[src/hdl/bzp_pkg.sv]
// ---------------------------------------------------------------------------
// bzp_pkg
// Shared types and constants for the Bezier to power-basis converter.
// ---------------------------------------------------------------------------
package bzp_pkg;

  localparam int MaxPoints = 8;
  localparam int CntW      = 4;
  localparam int IdxW      = 3;
  // weighted sums stay well inside 48 bits, division magnitudes inside 47
  localparam int SumW      = 48;
  localparam int MagW      = 47;
  localparam int NumW      = 63;
  localparam logic [MagW-1:0] BigCap = MagW'(64'd1 << 46);

  // binomial coefficient for n up to 7
  function automatic logic [6:0] binom(input logic [2:0] n, input logic [2:0] k);
    logic [6:0] r;
    r = 7'd1;
    unique case ({n, k})
      {3'd2, 3'd1}: r = 7'd2;
      {3'd3, 3'd1}, {3'd3, 3'd2}: r = 7'd3;
      {3'd4, 3'd1}, {3'd4, 3'd3}: r = 7'd4;
      {3'd4, 3'd2}: r = 7'd6;
      {3'd5, 3'd1}, {3'd5, 3'd4}: r = 7'd5;
      {3'd5, 3'd2}, {3'd5, 3'd3}: r = 7'd10;
      {3'd6, 3'd1}, {3'd6, 3'd5}: r = 7'd6;
      {3'd6, 3'd2}, {3'd6, 3'd4}: r = 7'd15;
      {3'd6, 3'd3}: r = 7'd20;
      {3'd7, 3'd1}, {3'd7, 3'd6}: r = 7'd7;
      {3'd7, 3'd2}, {3'd7, 3'd5}: r = 7'd21;
      {3'd7, 3'd3}, {3'd7, 3'd4}: r = 7'd35;
      default: r = 7'd1;
    endcase
    return r;
  endfunction

endpackage

[src/hdl/bzp_divider.sv]
// ---------------------------------------------------------------------------
// bzp_divider
// Restoring divider, one quotient bit per cycle: (mag*65536 + d/2) / d.
// ---------------------------------------------------------------------------
module bzp_divider import bzp_pkg::*; (
  input  logic            clk,
  input  logic            rst,
  input  logic            go,
  input  logic [MagW-1:0] mag,
  input  logic [31:0]     divisor,
  output logic            done,
  output logic [MagW-1:0] quot
);

  logic [NumW-1:0] num;
  logic [32:0]     rem;
  logic [5:0]      bits;
  logic            run;
  logic [33:0]     trial;

  // shift in one numerator bit and try subtracting
  assign trial = {rem, num[NumW-1]} - {2'b00, divisor};

  always_ff @(posedge clk) begin
    if (rst) begin
      run  <= 1'b0;
      done <= 1'b0;
    end else begin
      done <= 1'b0;
      if (go) begin
        run  <= 1'b1;
        bits <= 6'(NumW);
        rem  <= '0;
        num  <= {mag, 16'd0} + NumW'(divisor >> 1);
      end else if (run) begin
        num <= {num[NumW-2:0], ~trial[33]};
        rem <= trial[33] ? {rem[31:0], num[NumW-1]} : trial[32:0];
        bits <= bits - 6'd1;
        if (bits == 6'd1) begin
          run  <= 1'b0;
          done <= 1'b1;
        end
      end
    end
  end

  // quotient fits below 2^63; cap at 2^46 to fit the magnitude width
  always_comb begin
    if (num > NumW'(BigCap)) quot = BigCap;
    else quot = num[MagW-1:0];
  end

endmodule

[src/hdl/bezier_to_power_basis.sv]
// ---------------------------------------------------------------------------
// bezier_to_power_basis
// Converts Bezier control points to power-basis coefficients, Q16.16.
// ---------------------------------------------------------------------------
// Points load one per request. The request marked last starts the
// conversion: each order j runs a multiply-accumulate over points 0..j on
// one shared 48x8 multiplier, then the outer binomial on the same multiplier,
// then j passes of the bit-serial divider, and then emits the coefficient.
// With zero duration the divider passes are skipped. Busy is high
// throughout the conversion. Each coefficient appears for one cycle with
// strobe high and must be taken then; the receiver cannot stall.
module bezier_to_power_basis import bzp_pkg::*; (
  input  logic               clk,
  input  logic               rst,
  input  logic               start,
  output logic               busy,
  input  logic signed [31:0] point,
  input  logic        [31:0] duration,
  input  logic               last,
  input  logic               empty_req,
  output logic               strobe,
  output logic signed [31:0] coefficient,
  output logic        [2:0]  order,
  output logic               final_res,
  output logic               zero_duration,
  output logic               saturated
);

  typedef enum logic [5:0] {
    S_IDLE = 6'b000001,
    S_MAC  = 6'b000010,
    S_OUTB = 6'b000100,
    S_DIV  = 6'b001000,
    S_WAIT = 6'b010000,
    S_EMIT = 6'b100000
  } state_t;

  state_t state;
  logic [31:0]           store [MaxPoints];
  logic [CntW-1:0]       count;
  logic [31:0]           held_duration;
  logic [IdxW-1:0]       n, j, i, k;
  logic signed [SumW-1:0] acc;
  logic                  neg;
  logic [MagW-1:0]       mag;
  logic                  div_go, div_done;
  logic [MagW-1:0]       div_q;
  logic                  mid_mode;
  logic signed [SumW-1:0] prod;
  logic signed [SumW-1:0] mac_next;
  logic signed [SumW-1:0] signed_mag;
  logic signed [SumW-1:0] midsum;

  bzp_divider u_div (
    .clk(clk), .rst(rst), .go(div_go), .mag(mag),
    .divisor(held_duration), .done(div_done), .quot(div_q)
  );

  // shared multiplier: term of the inner sum or the outer binomial
  always_comb begin
    if (state == S_OUTB) prod = acc * $signed({1'b0, binom(n, j)});
    else prod = SumW'($signed(store[i])) * $signed({1'b0, binom(j, i)});
    mac_next = ((j - i) & 3'd1) != 3'd0 ? acc - prod : acc + prod;
    signed_mag = neg ? -$signed({1'b0, mag}) : $signed({1'b0, mag});
    midsum = SumW'($signed(store[0])) + SumW'($signed(store[1]));
  end

  assign busy = (state != S_IDLE);
  assign div_go = (state == S_DIV);

  always_ff @(posedge clk) begin
    if (rst) begin
      state  <= S_IDLE;
      count  <= '0;
      held_duration <= '0;
      strobe <= 1'b0;
    end else begin
      strobe <= 1'b0;
      unique case (state)
        S_IDLE: if (start) begin
          if (empty_req) begin
            count <= '0;
            strobe <= 1'b1; coefficient <= '0; order <= '0;
            final_res <= 1'b1; zero_duration <= 1'b0; saturated <= 1'b0;
          end else begin
            if (count < CntW'(MaxPoints)) begin
              store[count[IdxW-1:0]] <= point;
            end
            if (last) begin
              held_duration <= duration;
              count <= '0;
              n <= (count < CntW'(MaxPoints)) ? count[IdxW-1:0]
                                               : IdxW'(MaxPoints - 1);
              mid_mode <= (count == CntW'(1)) && (duration == 32'd0);
              j <= '0; i <= '0; acc <= '0;
              state <= S_MAC;
            end else if (count < CntW'(MaxPoints)) begin
              count <= count + CntW'(1);
            end
          end
        end
        // inner sum over i <= j
        S_MAC: begin
          acc <= mac_next;
          if (i == j) state <= S_OUTB;
          else i <= i + IdxW'(1);
        end
        S_OUTB: begin
          acc <= prod;
          neg <= prod < 0;
          mag <= prod < 0 ? MagW'(-prod) : MagW'(prod);
          k <= '0;
          if (j == '0 || held_duration == 32'd0) state <= S_EMIT;
          else state <= S_DIV;
        end
        S_DIV: state <= S_WAIT;
        S_WAIT: if (div_done) begin
          mag <= div_q;
          if (k + IdxW'(1) == j) state <= S_EMIT;
          else begin
            k <= k + IdxW'(1);
            state <= S_DIV;
          end
        end
        S_EMIT: begin
          strobe <= 1'b1;
          order <= j;
          final_res <= (j == n);
          zero_duration <= (held_duration == 32'd0) && !mid_mode;
          saturated <= 1'b0;
          priority if (mid_mode) begin
            if (j == '0) coefficient <= midsum >= 0 ? 32'((midsum + 1) >>> 1)
                                                    : 32'(-((-midsum + 1) >>> 1));
            else coefficient <= '0;
          end else if (j != '0 && held_duration == 32'd0) begin
            if (acc > 0) begin coefficient <= 32'h7fffffff; saturated <= 1'b1; end
            else if (acc < 0) begin coefficient <= 32'h80000000; saturated <= 1'b1; end
            else coefficient <= '0;
          end else begin
            if (signed_mag > SumW'(32'sh7fffffff)) begin
              coefficient <= 32'h7fffffff; saturated <= 1'b1;
            end else if (signed_mag < -SumW'(33'sh080000000)) begin
              coefficient <= 32'h80000000; saturated <= 1'b1;
            end else coefficient <= signed_mag[31:0];
          end
          if (j == n) state <= S_IDLE;
          else begin
            j <= j + IdxW'(1); i <= '0; acc <= '0;
            state <= S_MAC;
          end
        end
        default: state <= S_IDLE;
      endcase
    end
  end

endmodule

[config.mk]
export PLATFORM = sky130hd
export DESIGN_NAME = bezier_to_power_basis
export DESIGN_NICKNAME = d
export VERILOG_FILES = /design/src/hdl/bzp_pkg.sv /design/src/hdl/bzp_divider.sv /design/src/hdl/bezier_to_power_basis.sv
export SDC_FILE = /design/constraint.sdc
export NUM_CORES = 2
export LEC_CHECK = 0
export ABC_CLOCK_PERIOD_IN_PS = 10600
export BUFFER_PORTS_ARGS = -buffer_cell sky130_fd_sc_hd__clkbuf_2
export CORE_AREA = 3 3 300 302
export CTS_CLUSTER_DIAMETER = 50
export DETAILED_ROUTE_END_ITERATION = 10
export DIE_AREA = 0 0 303 305
export PLACE_DENSITY = 0.77
export SYNTH_ARGS = -nofsm -noshare
export SYNTH_HDL_FRONTEND = slang
export SYNTH_SLANG_ARGS = --single-unit
[constraint.sdc]
create_clock -name clk -period 10.6 [get_ports clk]
set_clock_uncertainty 0.1 [all_clocks]
set_input_delay 2.12 -clock clk [delete_from_list [all_inputs] [get_ports clk]]
set_output_delay 2.12 -clock clk [all_outputs]
set_load 0.02 [all_outputs]
==> impl_metrics.csv <==
group,metric,value,unit
run_status,status,"finished clean",
detailed_routing,routed_wl,156000,microns
sta,fmaxAchievable,97.9,MHz
sta,period_needed,10.21,ns
worst_hold_path,holdCritPathClass,"reg -> reg",
detailed_routing,route.detailed.drc,0,
clock_tree,clock_latency,0.64,ns
yosys,synth_area_leaders,"edfxtp_1, fa_1, ha_1",
power_and_ir_drop,pwr-share-seq,17.6,%
worst_setup_path,worst_ep_required_time,10.86,ns
finish,fin_util,64.7,%
yosys,syn_inst,5481,
global_route,grt_usage,33.7,%
finish,syn_to_final_growth,10.5,%
worst_setup_path,start_kind,"flop",
sta,hold_viol,0,
clock_tree,ctsLongestPathBuffers,3,
power_and_ir_drop,internal_power,0.00804,W
detailed_routing,wl_met2,71200,microns
floorplan,ioPinCount,109,
power_and_ir_drop,p_leak,24.2,nW
sta,setup_violations,0,
worst_setup_path,cp_top_family,"compound AO/OA/AOI/OAI gates",
power_and_ir_drop,clkPwrFrac,15.0,%
detailed_routing,drt-initial-drc-count,4703,
power_and_ir_drop,totalPowerFinal,0.0156,W
placement,detailed_place_hpwl,117000,microns
clock_tree,clk_pin_slew,0.06,ns
yosys,yosys.area.top_type,"edfxtp_1",
detailed_routing,m1WireLength,61600,microns
yosys,synth_area,0.0515,sq mm
worst_setup_path,cp_num_buf_inv,5,
sta,min_period_over_period,96.3,%
clock_tree,cts-root-buf,"clkbuf_16",
global_route,grt_pass1_vias,42100,
worst_setup_path,arrival,10.47,ns
yosys,yosysSeqAreaShare,31.3,%
worst_hold_path,hold_start,"held_duration[7]",
sta,max-slew-margin-rel,22.4,%
detailed_routing,met3_length,13800,microns
worst_setup_path,crit_top_cell,"fa_1",
yosys,synth_seq_cells,553,
worst_hold_path,min_to,"held_duration[7]",
finish,final_nets,6321,
sta,tns,0,ns
yosys,yosysTopAreaCellShare,29.4,%
worst_setup_path,cp_num_cells,39,
global_route,grt_max_degree,79,
power_and_ir_drop,p_sw,0.00757,W
worst_setup_path,worst_r2r_endpoint,"acc[45]",
worst_setup_path,max_stage_delay,0.54,ns
detailed_routing,wl_per_cell,22.8,microns
floorplan,dieWidth,303,microns
sta,grt_setup_unrepaired,"yes",
yosys,synth.net_count,6182,
worst_setup_path,r2r_cells,39,
floorplan,start_util,58.6,%
detailed_routing,routed_via_density,6.33,
yosys,yosys_warnings,0,
placement,place_area,0.0543,sq mm
power_and_ir_drop,p_per_area,274,mW/mm^2
global_route,overflow,0,
yosys,yosysUniqueCellTypes,105,
power_and_ir_drop,irDropWorstVdd,0.000276,V
worst_setup_path,r2r_setup_slack,0.39,ns
worst_setup_path,cp_slowest_cell,"or4_4",
floorplan,num_rows,109,
detailed_routing,vias,43300,
power_and_ir_drop,comb_power_share,67.5,%
floorplan,core_region_area,0.0880,sq mm
placement,gp_congestion,1.04,
placement,port_buffers,108,
clock_tree,cts_made_buffers,72,
yosys,syn_avg_cell_area,9.40,sq um
worst_setup_path,r2r_start,"i[1]",
finish,final_cell_area,0.0570,sq mm
global_route,antenna_found_initial,7,
yosys,synth_edf_count,505,
floorplan,dieArea,0.0924,sq mm
global_route,grt_pass1_wl,242000,microns
clock_tree,cts_tree,"done",
worst_hold_path,hold_depth,2,
yosys,synthArstFlopShare,0,%
worst_setup_path,path_class,"reg -> reg",
yosys,ys.flop_type,"edfxtp_1",
job,drv_cap,0,
detailed_routing,ant_nets,0,
clock_tree,htree_levels,3,
clock_tree,numClockSinks,553,
sta,worst_pin_slew,1.15,ns
finish,drive_gt1_share,11.0,%
detailed_routing,dr.pass1.iters,6,
power_and_ir_drop,switching_share,48.5,%
worst_setup_path,cp_max_fo,31,
detailed_routing,top_layer,"met5",
sta,finalMaxSlewViolations,0,
floorplan,die_y,305,microns
worst_setup_path,crit_path_end_kind,"flop",
-- worst max path at each step --
stage          from  endpoint
2_1_floorplan  flop   acc[47]
3_3_place_gp   flop   acc[47]
3_5_place_dp   flop   acc[45]
4_1_cts        flop   acc[45]
5_1_grt        i[1]   acc[47]
6_report       i[1]   acc[45]
-- through the flow --
stage	cells	hold WS, ns	setup WS, ns
finish	6842	0.376	0.388
global route	6838	0.405	-0.0974
CTS	6826	0.377	0.0165
detailed placement	6699	0.371	0.111
global placement	6699	0.358	0.248
floorplan	5481	0.349	0.472
-- timing repair --
action | 4_1_cts | 5_1_grt
hold buffers | 0 | 0
buffers inserted | 0 | 11
resized for setup | 0 | 49
setup endpoints to repair | 0 | 12
-- cells in the mapped netlist, types with 19 or more instances --
| cell | number |
|---|---|
| a31oi_1 | 51 |
| nand2_1 | 500 |
| o21a_1 | 39 |
| a211oi_1 | 26 |
| and2_1 | 230 |
| or2_2 | 42 |
| a21o_1 | 141 |
| ha_1 | 323 |
| mux4_2 | 66 |
| buf_1 | 25 |
| and3_1 | 106 |
| xnor2_1 | 187 |
| inv_1 | 481 |
| fa_1 | 309 |
| edfxtp_1 | 505 |
| or3_1 | 34 |
| a21boi_0 | 19 |
| o21ai_0 | 337 |
| nor2b_1 | 29 |
| nor3_1 | 96 |
| mux2i_1 | 89 |
| a21oi_1 | 277 |
| xor2_1 | 190 |
| o21bai_1 | 21 |
| nand3_1 | 90 |
| nand2b_1 | 37 |
| nor2_1 | 473 |
| o31ai_1 | 44 |
| nor4_1 | 64 |
| dfxtp_1 | 48 |
| o211ai_1 | 29 |
| nand4_1 | 54 |
| clkbuf_1 | 199 |
-- worst reg2reg max path: cells and delay by family (launching register included) --
| kind | cells | cell delay (ns) |
|---|---|---|
| flops | 1 | 0.43 |
| xor+xnor | 3 | 0.48 |
| fa+ha+maj | 8 | 3.04 |
| simple gates | 9 | 2.10 |
| buf+inv | 5 | 0.61 |
| compound gates | 14 | 3.18 |
-- power by group through the flow --
stage                     Combinational [W]  Sequential (W)  Clock (W)
final                                0.0105         0.00274    0.00234
after global routing                 0.0114         0.00274    0.00245
after CTS                            0.0100         0.00274    0.00236
after detailed placement            0.00997         0.00279          0
after global placement              0.00987         0.00278          0
after floorplan                     0.00681         0.00272          0
-- layout make-up --
| type | instances | area [sq um] |
|---|---|---|
| Clock inverter | 38 | 362 |
| Tap cell | 1165 | 1460 |
| Multi-Input combinational cell | 4205 | 33100 |
| Antenna cell | 4 | 10.0 |
| Fill cell | 7071 | 31000 |
| Timing Repair Buffer | 305 | 2160 |
| Clock buffer | 89 | 1930 |
| Inverter | 483 | 1810 |
| Sequential cell | 553 | 16100 |
-- routing by layer --
| layer | vias up | GRT usage, % |
|---|---|---|
| met1 | 21000 | 45.2 |
| met3 | 463 | 5.48 |
| met4 | 6 | 17.6 |
| met2 | 2124 | 52.6 |
| li1 | 19700 | - |
| met5 | - | 0 |
-- cells by family after synthesis --
kind of cell	Yosys count	share of synthesized area, %
buf+inv	723	5.31
xor+xnor	378	6.45
compound gates	1186	14.7
flops	553	31.3
simple gates	1849	17.7
mux	160	4.72
fa+ha+maj	632	19.8
-- state kept, by name, summed over array words and instances (netlist names), 4 cells and up, named ones only --
name           cells
acc               48
coefficient       32
count              4
held_duration     32
mag               47
state              6
store            256
u_div.bits         6
u_div.num         63
u_div.rem         33
-- placed cells by master, fill, tap and decap left out, types with 21 or more instances in the layout --
master,Yosys,routed
edfxtp_1,505,505
nand2_1,500,499
inv_1,481,479
nor2_1,473,464
o21ai_0,337,332
ha_1,323,322
fa_1,309,309
a21oi_1,277,269
and2_1,230,230
xor2_1,190,187
buf_4,1,185
xnor2_1,187,184
a21o_1,141,141
clkbuf_2,0,108
and3_1,106,106
nor3_1,96,92
nand3_1,90,89
mux2i_1,89,87
clkbuf_16,0,76
mux4_2,66,66
nor4_1,64,63
nand4_1,54,54
a31oi_1,51,46
dfxtp_1,48,45
o31ai_1,44,43
or2_2,42,42
o21a_1,39,39
nand2b_1,37,37
or3_1,34,34
o211ai_1,29,29
nor2b_1,29,29
o21bai_1,21,21
a211oi_1,26,21
(Power assumes the default switching activity.)
